**src/design/sha_pkg.sv**
```systemverilog
// sha_pkg: shared types and constants of the sha-256 stream hasher
// round constants, initial values and round helper functions; no dependencies
`timescale 1ns / 1ps
package sha_pkg;

   localparam int QDepth = 4;
   localparam int QAw = 2;

   typedef struct packed {
      logic [7:0] data_byte;
      logic       byte_valid;
      logic       is_last;
   } req_item_type;

   typedef logic [31:0] word_type;

   localparam logic [255:0] IV256 = {
      32'h6a09e667, 32'hbb67ae85, 32'h3c6ef372, 32'ha54ff53a,
      32'h510e527f, 32'h9b05688c, 32'h1f83d9ab, 32'h5be0cd19};
   localparam logic [255:0] IV224 = {
      32'hc1059ed8, 32'h367cd507, 32'h3070dd17, 32'hf70e5939,
      32'hffc00b31, 32'h68581511, 32'h64f98fa7, 32'hbefa4fa4};

   function automatic word_type iv_word(input logic m224, input logic [2:0] i);
      logic [255:0] v;
      v = m224 ? IV224 : IV256;
      return v[(7 - 32'(i)) * 32 +: 32];
   endfunction

   function automatic word_type round_k(input logic [5:0] i);
      word_type k [64];
      k = '{
         32'h428a2f98, 32'h71374491, 32'hb5c0fbcf, 32'he9b5dba5,
         32'h3956c25b, 32'h59f111f1, 32'h923f82a4, 32'hab1c5ed5,
         32'hd807aa98, 32'h12835b01, 32'h243185be, 32'h550c7dc3,
         32'h72be5d74, 32'h80deb1fe, 32'h9bdc06a7, 32'hc19bf174,
         32'he49b69c1, 32'hefbe4786, 32'h0fc19dc6, 32'h240ca1cc,
         32'h2de92c6f, 32'h4a7484aa, 32'h5cb0a9dc, 32'h76f988da,
         32'h983e5152, 32'ha831c66d, 32'hb00327c8, 32'hbf597fc7,
         32'hc6e00bf3, 32'hd5a79147, 32'h06ca6351, 32'h14292967,
         32'h27b70a85, 32'h2e1b2138, 32'h4d2c6dfc, 32'h53380d13,
         32'h650a7354, 32'h766a0abb, 32'h81c2c92e, 32'h92722c85,
         32'ha2bfe8a1, 32'ha81a664b, 32'hc24b8b70, 32'hc76c51a3,
         32'hd192e819, 32'hd6990624, 32'hf40e3585, 32'h106aa070,
         32'h19a4c116, 32'h1e376c08, 32'h2748774c, 32'h34b0bcb5,
         32'h391c0cb3, 32'h4ed8aa4a, 32'h5b9cca4f, 32'h682e6ff3,
         32'h748f82ee, 32'h78a5636f, 32'h84c87814, 32'h8cc70208,
         32'h90befffa, 32'ha4506ceb, 32'hbef9a3f7, 32'hc67178f2};
      return k[i];
   endfunction

   function automatic word_type rotr(input word_type x, input int n);
      return (x >> n) | (x << (32 - n));
   endfunction

endpackage

```
**src/design/sha_front.sv**
```systemverilog
// sha_front: request intake and short queue toward the compression engine
// depends on sha_pkg
`timescale 1ns / 1ps
module sha_front (
   input  logic                  clock,
   input  logic                  reset,
   input  logic                  req_tvalid,
   output logic                  req_tready,
   input  logic [7:0]            req_tdata,
   input  logic                  req_tuser,
   input  logic                  req_tlast,
   output logic                  q_valid,
   input  logic                  q_pop,
   output sha_pkg::req_item_type q_item
);
   sha_pkg::req_item_type mem_ff [sha_pkg::QDepth];
   logic [sha_pkg::QAw-1:0] wp_ff, rp_ff;
   logic [sha_pkg::QAw:0]   cnt_ff;
   logic push;
   sha_pkg::req_item_type it;

   assign req_tready = (cnt_ff != 3'(sha_pkg::QDepth));
   assign it = '{data_byte: req_tdata, byte_valid: req_tuser, is_last: req_tlast};
   // invalid non-last requests change nothing: drop here
   assign push = req_tvalid && req_tready && (req_tuser || req_tlast);
   assign q_valid = (cnt_ff != '0);
   assign q_item = mem_ff[rp_ff];

   always_ff @(posedge clock) begin
      if (push) mem_ff[wp_ff] <= it;
      if (reset) begin
         wp_ff <= '0; rp_ff <= '0; cnt_ff <= '0;
      end else begin
         if (push) wp_ff <= wp_ff + 1'b1;
         if (q_pop) rp_ff <= rp_ff + 1'b1;
         cnt_ff <= cnt_ff + (push ? 3'd1 : 3'd0) - (q_pop ? 3'd1 : 3'd0);
      end
   end
endmodule

```
**src/design/sha_back.sv**
```systemverilog
// sha_back: block assembly, padding, 64-round compression and digest output
// depends on sha_pkg
`timescale 1ns / 1ps
module sha_back (
   input  logic                  clock,
   input  logic                  reset,
   input  logic                  q_valid,
   output logic                  q_pop,
   input  sha_pkg::req_item_type q_item,
   input  logic                  csr_tvalid,
   input  logic                  csr_tdata,
   output logic                  rsp_tvalid,
   input  logic                  rsp_tready,
   output logic [31:0]           rsp_tdata,
   output logic [2:0]            rsp_tuser,
   output logic                  rsp_tlast
);
   localparam logic [2:0] ST_IDLE = 3'd0;
   localparam logic [2:0] ST_COMP = 3'd1;
   localparam logic [2:0] ST_PAD  = 3'd2;
   localparam logic [2:0] ST_OUT  = 3'd3;

   logic [2:0]  st_ff;
   logic        mode_ff;
   logic [31:0] h_ff [8];
   logic [31:0] v_ff [8];
   logic [31:0] w_ff [16];
   logic [5:0]  fill_ff;
   logic [63:0] cnt_ff;
   logic [5:0]  rnd_ff;
   logic        fin_ff;   // compression is part of finalization
   logic        padded_ff; // 0x80 already placed
   logic        pend_ff;  // padding continues after this block
   logic [2:0]  oidx_ff;
   logic        ovalid_ff;
   logic [31:0] odata_ff;

   logic [31:0] t1, t2, s0, s1, wn, kw;
   logic [7:0]  pb;
   logic        pdo;

   assign kw = sha_pkg::round_k(rnd_ff);
   always_comb begin
      s0 = sha_pkg::rotr(w_ff[1], 7) ^ sha_pkg::rotr(w_ff[1], 18) ^ (w_ff[1] >> 3);
      s1 = sha_pkg::rotr(w_ff[14], 17) ^ sha_pkg::rotr(w_ff[14], 19) ^ (w_ff[14] >> 10);
      wn = s1 + w_ff[9] + s0 + w_ff[0];
      t1 = v_ff[7] + (sha_pkg::rotr(v_ff[4], 6) ^ sha_pkg::rotr(v_ff[4], 11)
           ^ sha_pkg::rotr(v_ff[4], 25)) + ((v_ff[4] & v_ff[5]) ^ (~v_ff[4] & v_ff[6]))
           + kw + w_ff[0];
      t2 = (sha_pkg::rotr(v_ff[0], 2) ^ sha_pkg::rotr(v_ff[0], 13)
           ^ sha_pkg::rotr(v_ff[0], 22))
           + ((v_ff[0] & v_ff[1]) ^ (v_ff[0] & v_ff[2]) ^ (v_ff[1] & v_ff[2]));
   end

   assign q_pop = (st_ff == ST_IDLE) && q_valid;
   assign rsp_tvalid = ovalid_ff;
   assign rsp_tdata = odata_ff;
   assign rsp_tuser = oidx_ff;
   assign rsp_tlast = (oidx_ff == 3'd7);
   assign pdo = !ovalid_ff || rsp_tready;
   assign pb = padded_ff ? 8'h00 : 8'h80;

   always_ff @(posedge clock) begin
      if (reset) begin
         st_ff <= ST_IDLE; mode_ff <= 1'b0; fill_ff <= '0; cnt_ff <= '0;
         rnd_ff <= '0; fin_ff <= 1'b0; padded_ff <= 1'b0; oidx_ff <= '0;
         pend_ff <= 1'b0;
         ovalid_ff <= 1'b0;
         for (int i = 0; i < 8; i++) h_ff[i] <= sha_pkg::iv_word(1'b0, 3'(i));
      end else begin
         if (csr_tvalid) begin
            mode_ff <= csr_tdata;
            if (cnt_ff == '0)
               for (int i = 0; i < 8; i++) h_ff[i] <= sha_pkg::iv_word(csr_tdata, 3'(i));
         end
         unique case (st_ff)
            ST_IDLE: begin
               if (q_valid) begin
                  if (q_item.byte_valid) begin
                     w_ff[fill_ff[5:2]] <= (fill_ff[1:0] == 2'd0) ? {q_item.data_byte, 24'd0}
                        : w_ff[fill_ff[5:2]]
                          | ({24'd0, q_item.data_byte} << ((5'd3 - 5'(fill_ff[1:0])) * 5'd8));
                     fill_ff <= fill_ff + 6'd1;
                     cnt_ff <= cnt_ff + 64'd1;
                  end
                  fin_ff <= q_item.is_last;
                  padded_ff <= 1'b0;
                  if (q_item.byte_valid && fill_ff == 6'd63) begin
                     st_ff <= ST_COMP;
                     for (int i = 0; i < 8; i++) v_ff[i] <= h_ff[i];
                     rnd_ff <= '0;
                     fin_ff <= 1'b0;
                     pend_ff <= q_item.is_last;
                  end else if (q_item.is_last) st_ff <= ST_PAD;
               end
            end
            ST_PAD: begin
               // one byte per cycle until length position
               if (fill_ff == 6'd56 && padded_ff) begin
                  w_ff[14] <= cnt_ff[60:29];
                  w_ff[15] <= {cnt_ff[28:0], 3'd0};
                  for (int i = 0; i < 8; i++) v_ff[i] <= h_ff[i];
                  rnd_ff <= '0;
                  fin_ff <= 1'b1;
                  st_ff <= ST_COMP;
               end else begin
                  w_ff[fill_ff[5:2]] <= (fill_ff[1:0] == 2'd0) ? {pb, 24'd0}
                     : w_ff[fill_ff[5:2]]
                       | ({24'd0, pb} << ((5'd3 - 5'(fill_ff[1:0])) * 5'd8));
                  padded_ff <= 1'b1;
                  fill_ff <= fill_ff + 6'd1;
                  if (fill_ff == 6'd63) begin
                     for (int i = 0; i < 8; i++) v_ff[i] <= h_ff[i];
                     rnd_ff <= '0;
                     fin_ff <= 1'b0;
                     pend_ff <= 1'b1;
                     st_ff <= ST_COMP;
                  end
               end
            end
            ST_COMP: begin
               for (int i = 0; i < 15; i++) w_ff[i] <= w_ff[i + 1];
               w_ff[15] <= wn;
               v_ff[7] <= v_ff[6]; v_ff[6] <= v_ff[5]; v_ff[5] <= v_ff[4];
               v_ff[4] <= v_ff[3] + t1;
               v_ff[3] <= v_ff[2]; v_ff[2] <= v_ff[1]; v_ff[1] <= v_ff[0];
               v_ff[0] <= t1 + t2;
               rnd_ff <= rnd_ff + 6'd1;
               if (rnd_ff == 6'd63) begin
                  h_ff[0] <= h_ff[0] + t1 + t2;
                  h_ff[1] <= h_ff[1] + v_ff[0];
                  h_ff[2] <= h_ff[2] + v_ff[1];
                  h_ff[3] <= h_ff[3] + v_ff[2];
                  h_ff[4] <= h_ff[4] + v_ff[3] + t1;
                  h_ff[5] <= h_ff[5] + v_ff[4];
                  h_ff[6] <= h_ff[6] + v_ff[5];
                  h_ff[7] <= h_ff[7] + v_ff[6];
                  if (fin_ff) begin
                     st_ff <= ST_OUT; oidx_ff <= '0;
                  end else if (pend_ff) st_ff <= ST_PAD; // padding still to do
                  else st_ff <= ST_IDLE; // full block, no last
               end
            end
            ST_OUT: begin
               if (pdo) begin
                  if (ovalid_ff && oidx_ff == 3'd7) begin
                     ovalid_ff <= 1'b0;
                     oidx_ff <= '0;
                     fill_ff <= '0; cnt_ff <= '0; padded_ff <= 1'b0; fin_ff <= 1'b0;
                     pend_ff <= 1'b0;
                     for (int i = 0; i < 8; i++) h_ff[i] <= sha_pkg::iv_word(mode_ff, 3'(i));
                     st_ff <= ST_IDLE;
                  end else begin
                     odata_ff <= h_ff[ovalid_ff ? oidx_ff + 3'd1 : oidx_ff];
                     if (ovalid_ff) oidx_ff <= oidx_ff + 3'd1;
                     ovalid_ff <= 1'b1;
                  end
               end
            end
            default: st_ff <= ST_IDLE;
         endcase
      end
   end
endmodule

```
**src/design/sha256_stream_hasher_unit.sv**
```systemverilog
// sha256_stream_hasher_unit: top level of the sha-256 / sha-224 byte stream hasher
// depends on sha_pkg, sha_front, sha_back
//
// channel  dir  handshake            payload
// req      in   req_tvalid/tready    tdata=data_byte, tuser=byte_valid, tlast=is_last
// rsp      out  rsp_tvalid/tready    tdata=digest_word, tuser=word_index, tlast=last_word
// csr      in   csr_tvalid/tready    tdata=mode_sha224
//
// one request per cycle into a four-entry queue while it has room; the back takes one byte per idle cycle
// each full 64-byte block is compressed before the back takes further bytes
// finalization: padding up to the length position, one or two 64-round blocks, eight words out
// reset: synchronous, initial values of sha-256
// either side may stall independently through the queue and output register
`timescale 1ns / 1ps
module sha256_stream_hasher_unit (
   input  logic        clock,
   input  logic        reset,
   input  logic        req_tvalid,
   output logic        req_tready,
   input  logic [7:0]  req_tdata,   // data_byte
   input  logic        req_tuser,   // byte_valid
   input  logic        req_tlast,
   output logic        rsp_tvalid,
   input  logic        rsp_tready,
   output logic [31:0] rsp_tdata,   // digest_word
   output logic [2:0]  rsp_tuser,   // word_index
   output logic        rsp_tlast,
   input  logic        csr_tvalid,
   output logic        csr_tready,
   input  logic        csr_tdata
);
   logic q_valid, q_pop;
   sha_pkg::req_item_type q_item;

   assign csr_tready = 1'b1;

   sha_front u_front (.clock, .reset, .req_tvalid, .req_tready, .req_tdata, .req_tuser,
      .req_tlast, .q_valid, .q_pop, .q_item);
   sha_back u_back (.clock, .reset, .q_valid, .q_pop, .q_item, .csr_tvalid, .csr_tdata,
      .rsp_tvalid, .rsp_tready, .rsp_tdata, .rsp_tuser, .rsp_tlast);

`ifndef NO_ASSERTIONS
   a_last: assert property (@(posedge clock) disable iff (reset)
      rsp_tvalid |-> (rsp_tlast == (rsp_tuser == 3'd7))) else $error("last flag");
   a_pop: assert property (@(posedge clock) disable iff (reset)
      q_pop |-> q_valid) else $error("pop empty");
`endif
endmodule
```
**config.mk**
```make
export PLATFORM = sky130hd
export DESIGN_NAME = sha256_stream_hasher_unit
export DESIGN_NICKNAME = d
export VERILOG_FILES = /design/src/design/sha_pkg.sv /design/src/design/sha_front.sv /design/src/design/sha_back.sv /design/src/design/sha256_stream_hasher_unit.sv
export SDC_FILE = /design/constraint.sdc
export NUM_CORES = 2
export LEC_CHECK = 0
export ABC_AREA = 0
export BUFFER_PORTS_ARGS = -buffer_cell sky130_fd_sc_hd__buf_2
export CELL_PAD_IN_SITES_DETAIL_PLACEMENT = 1
export CELL_PAD_IN_SITES_GLOBAL_PLACEMENT = 2
export CORE_UTILIZATION = 40
export CTS_CLUSTER_SIZE = 30
export DETAILED_ROUTE_END_ITERATION = 12
export PLACE_DENSITY_LB_ADDON = 0.1
export SLEW_MARGIN = 0
export SYNTH_ARGS = -nofsm -noshare
export SYNTH_HDL_FRONTEND = slang
export SYNTH_HIERARCHICAL = 1
export SYNTH_SLANG_ARGS = --single-unit
```
**constraint.sdc**
```tcl
create_clock -name clock -period 10.5 [get_ports clock]
set_input_delay 0.525 -clock clock [delete_from_list [all_inputs] [get_ports clock]]
set_output_delay 0.525 -clock clock [all_outputs]
set_load 0.005 [all_outputs]
```
* Word level (Yosys, flattened, before mapping) *
Memories as Yosys holds them, arrays and structs flattened. A register that Yosys moved wholly into a read port is not among the register bits.
Index checks and enable logic that the tools add are counted.
Widths: inputs -> output; s select.

cells by class
  $add $sub $neg = 29
  multiply operators = 0
  divide/modulo/power cells = 0
  $lt $le $gt $ge = 1
  equal/unequal tests = 19
  shifts and indexed selects = 2
  muxes and demuxes = 159
  bitwise gates (word level) = 83
  reduce and logical (&&, ||, !) cells = 28

operators by type and width
  cell                   number
  $mux 32                56
  $add 32x32->32         20
  $mux 256               2
  $xor 32x32->32         9
  $mux 64                4
  $and 32x32->32         5
  $pmux 64 s2            1
  $add 64x1->64 const B  1
  $logic_not 64->1       1
  $or 32x32->32          2
  $shl 8x5->32           2
  $mux 1                 59
  $mux 6                 9
  $or 1x1->1             51
  $mux 3                 14
  $pmux 6 s3             2
  $not 32->32            1
  $or 10x32->32          1
  $or 13x32->32          1
  $or 14x32->32          1
  $or 15x32->32          1
  $or 19x32->32          1
  $or 21x32->32          1
  $or 25x32->32          1
  42 further kinds       75

storage, ports and cells
  bits in registers = 94
  bits in latches = 0
  memory bits (writable) = 1064
  ROM bits = 2048
  bits of input ports = 16
  output and inout port bits = 39
  logic and storage cells = 339
  memories = 5

memories
  name              depth  width  rd ports  clocked after memory_dff  wr ports  line             source
  (name not given)  64     32     1         0                         0         sha_pkg.sv:49    return k[i];
  u_back.w_ff       16     32     17        1                         16        sha_back.sv:27   logic [31:0] w_ff [16];
  u_back.h_ff       8      32     9         1                         8         sha_back.sv:25   logic [31:0] h_ff [8];
  u_back.v_ff       8      32     8         0                         8         sha_back.sv:26   logic [31:0] v_ff [8];
  u_front.mem_ff    4      10     1         1                         1         sha_front.sv:16  sha_pkg::req_item_type mem_ff [sha_pkg::QDepth];

* Logic depth before layout (Yosys ltp) *
An unclocked memory read counts as a cell.

  depth after elaboration = 12
  depth in mapped cells = 43
  gate-level depth less buffers = 40

* By module *
Netlist, hierarchy kept.

modules (own cells, without submodules)
  module                     instances  cells each  area an instance (um^2)  seq. area each (um^2)
  sha_back                   1          7634        79914.1                  32961.6
  sha_front                  1          101         1919.3                   1381.3
  sha256_stream_hasher_unit  1          2           11.3                     0.0

* Worst setup path after synthesis *
OpenSTA, ideal clock, no wires.

  path type = flip-flop to flip-flop
  start point = register u_back.rnd_ff[2]
  end point = memory u_back.h_ff[4][28], data pin
  library setup time = 268 ps
  arrival = 8723 ps
  required time = 10232 ps
  setup slack = 1510 ps
  cell stages (with the launch flop) = 36
  path buffers = 4
  clock period less this slack = 8990 ps
  path through = dfxtp_1 > clkbuf_1 > inv_1 > clkbuf_1 > clkbuf_1 > buf_1 > ha_1 > nand2_1 > a21boi_0 > mux4_2 > fa_1 > fa_1 > inv_1 > fa_1 > inv_1 > ha_1 > a21oi_1 > o21ai_1 > o311a_1 > or2_1 > o21ai_0 > nand2b_1 > xnor2_1 > inv_1 > fa_1 > ha_1 > or4_1 > or3_1 > a211oi_1 > nor2_1 > a221oi_1 > o311ai_0 > a21o_1 > a21oi_1 > xor2_1 > nand2_1

RTL lines
  what                      line             source
  start: declaration        sha_back.sv:30   logic [5:0] rnd_ff;
  start signal: assignment  sha_back.sv:128  rnd_ff <= rnd_ff + 6'd1;
  end: declaration          sha_back.sv:25

==> summary.md <==
| Metric | Value |
|---|---|
| Outcome | completed |
| Gr usage total | 0.3104 |
| Antenna-violating nets left | 0 |
| Crit. End Element | flip-flop |
| Worst Tran Pin Value | 1.272 ns |
| Share of post-route cells with drive strength above 1 | 0.1107 |
| Num rows | 165 |
| Max-slew violations | 0 |
| CP dominant cell by count | fa_1 |
| Asr flop ratio synth | 0 |
| First-pass GRT wire length | 465600 um |
| Maximum VDD drop | 198.6 uV |
| WP data required | 11.05 ns |
| Clock-pin slew on the worst setup and hold paths | 0.06 ns |
| Cts bufs inserted | 149 |
| Starting Density | 0.4037 |
| R2r setup slk | 0.54 ns |
| Number of enable flip-flop cells after synthesis | 1041 |
| DR vias | 63400 |
| Fin cells | 10520 |
| Clk_lat worst skew | 0.84 ns |
| GPL Wtd Cong | 0.9453 |
| Synth Cell Area | 81840 um^2 |
| Hold-critical path depth | 4 |
| Critical Path Start Type | flip-flop |
| #FFs+latches synth | 1195 |
| H-tree Lvls | 4 |
| Total core area | 202700 um^2 |
| # nets final | 8386 |
| Vias in the first global route | 64340 |
| Register area share after synthesis | 0.4196 |
| Achievable frequency | 100.4 MHz |
| DR pass1 iterations | 5 |
| RSZ-0062 raised after global routing | false |
| Setup ws final | 0.5417 ns |
| Final wirelength | 322100 um |
| CTS tree | built |
| Detailed Route Iter0 Violations | 5155 |
| Ys flop type | edfxtp_1 |
| Worst R2R Path Depth | 34 |
| Fill cells | 21950 |
| Period utilization | 0.9484 |
| Maxcap violations | 0 |
| Grt total ovfl | 0 |
| Clock period minus worst slack | 9.958 ns |
| Distinct cells, synth | 111 |
| Chip height | 454.3 um |
| Clock root cell | clkbuf_16 |
| Final Power | 23710 uW |
| Slowest CP cell | ha_1 |
| Initial antenna violation count | 12 |
| Clk sinks | 1195 |
| CP peak stage delay | 0.58 ns |
| DR DRC count | 0 |
| Drt wl/cell | 30.63 um |
| Via/cell ratio | 6.029 |
| Syn Area/Cell | 10.58 um^2 |
| CP Max Fanout | 13 |
| WP data arrival | 10.51 ns |
| Synth Net Count | 8409 |
| Crit Path Class | flip-flop to flip-flop |
| Area Overhead vs Synth | 10.67% |
| Final setup viols | 0 |
| FF+latch area | 34360 um^2 |
| Cells after DPL | 10220 |
| Multi-input logic area | 44930 um^2 |
| Hold Path Class | input pin to flip-flop |
| Final Core Density | 0.4468 |
| Worst slew margin | 0.1487 |
| Die area | 206400 um^2 |
| PortBufs | 53 |
| Dpl hpwl | 237000 um |
| Pre-CTS setup slack | 0.4478 ns |
| Pwr Density | 261.8 nW/um^2 |
| Max Root-Sink Buffers | 3 |
| Die Wd | 454.3 um |
| Leakage | 0.03682 uW |
| Final TNS setup | 0 ns |
| YS warnings | 6 |
| Mapped Cells | 7737 |
| Final setup skew | 0.07198 ns |
| Largest net degree at the start of global routing | 211 |
| Ports | 55 |
| Fin. Hold Viols | 0 |
==> cell families (layout without fill, tap and decap cells) <==
logic type,count (synthesis),after routing,synth area share
AND/OR/NAND/NOR,2101,2101,0.1140
buffers and inverters,784,886,0.03638
adder cells (fa/ha/maj),691,691,0.1240
XOR/XNOR,660,660,0.07113
other,1,6,0.00004582
multiplexers,321,321,0.07720
flip-flops,1195,1195,0.4196
AO/OA/AOI/OAI,1984,1984,0.1576
==> per-stage QoR <==
step           hold WS, ns  area [um^2]
2_1_floorplan       0.4611        81840
5_1_grt             0.1170        90560
3_5_place_dp        0.5020        85680
3_3_place_gp        0.4808        85680
4_1_cts            0.08466        90550
6_report            0.1461        90570
==> worst max-delay path, delay by kind of cell, from the launching register on <==
| kind | cells | cell delay, ns |
|---|---|---|
| compound gates | 10 | 2.91 |
| xor+xnor | 2 | 0.49 |
| fa+ha+maj | 7 | 3.03 |
| buf+inv | 7 | 0.89 |
| flops | 1 | 0.45 |
| simple gates | 8 | 1.89 |
==> cell type report <==
class,count,area share
repair buffers,236,0.01937
multi-input cells,5758,0.4961
inverters,374,0.01555
well taps,2672,0.03691
clock inverters,76,0.008054
diodes,5,0.0001381
clock buffers,200,0.04451
flip-flops and latches,1195,0.3794
==> worst paths after layout <==
path,to,start
max,u_back/h_ff[4][30],u_back/rnd_ff[1]
min,u_back/st_ff[0],rsp_tready
max reg2reg,u_back/h_ff[4][30],u_back/rnd_ff[1]
min reg2reg,u_front/wp_ff[1],u_front/wp_ff[1]
==> cells in the mapped netlist (44+ instances only) <==
| cell type | n | area [um^2] |
|---|---|---|
| clkbuf_1 | 369 | 1385 |
| inv_1 | 372 | 1396 |
| or3_1 | 44 | 275.3 |
| mux4_2 | 242 | 5450 |
| a31oi_1 | 53 | 331.6 |
| a211oi_1 | 48 | 360.4 |
| o21ai_0 | 434 | 2172 |
| nand2_1 | 1094 | 4106 |
| nand2b_1 | 80 | 500.5 |
| ha_1 | 444 | 5555 |
| and3_1 | 46 | 287.8 |
| nor2b_1 | 60 | 375.4 |
| mux2_2 | 58 | 653.1 |
| edfxtp_1 | 1041 | 31260 |
| o21bai_1 | 54 | 405.4 |
| dfxtp_1 | 154 | 3083 |
| xor2_1 | 230 | 2014 |
| a21o_1 | 565 | 4242 |
| a21oi_1 | 459 | 2297 |
| nand3_1 | 90 | 450.4 |
| nor3_1 | 101 | 505.5 |
| nor2_1 | 409 | 1535 |
| xnor2_1 | 426 | 3731 |
| fa_1 | 212 | 4244 |
==> sequential cells by signal, summed over array words and instances, names as in the netlist, 3 cells and up, named ones only <==
register,flops
u_back/w_ff,512
u_back/h_ff,256
u_back/v_ff,256
u_back/cnt_ff,64
u_front/mem_ff,40
u_back/rsp_tdata,32
u_back/fill_ff,6
u_back/rnd_ff,6
u_back/rsp_tuser,3
u_front/cnt_ff,3
==> layer usage <==
metal  vias to the layer above  routed length (um)  global-route usage
li1                      28050                   -                   -
met1                     33160              146200              0.4380
met2                      1764              148600              0.4952
met3                       412               17180             0.04149
met4                         8               10120             0.09275
met5                         -                  59                   0
==> cells in the final DEF (no fill, tap or decap), types with 54 or more instances in the layout <==
cell and count:
a21o_1 565, a21oi_1 457, buf_4 165, clkbuf_16 150
dfxtp_1 146, edfxtp_1 1041, fa_1 212, ha_1 443
inv_1 371, mux2_2 58, mux4_2 242, nand2_1 1090
nand2b_1 80, nand3_1 90, nor2_1 404, nor2b_1 60
nor3_1 97, o21ai_0 411, o21bai_1 54, xnor2_1 425
xor2_1 230
==> power breakdown <==
part           internal, uW  switching (uW)  total (uW)
logic                  5110            7420       12500
registers              5720             359        6080
clock network          2830            2280        5110
total                 13700           10000       23700
==> what timing repair did <==
item / in CTS / in global routing
setup endpoints to repair: 0 / 3
buffers inserted: 0 / 0
endpoints found under the hold margin: 41 / 0
hold buffers: 11 / 0
resized for setup: 0 / 3
Power figures use the tool's default switching activity.
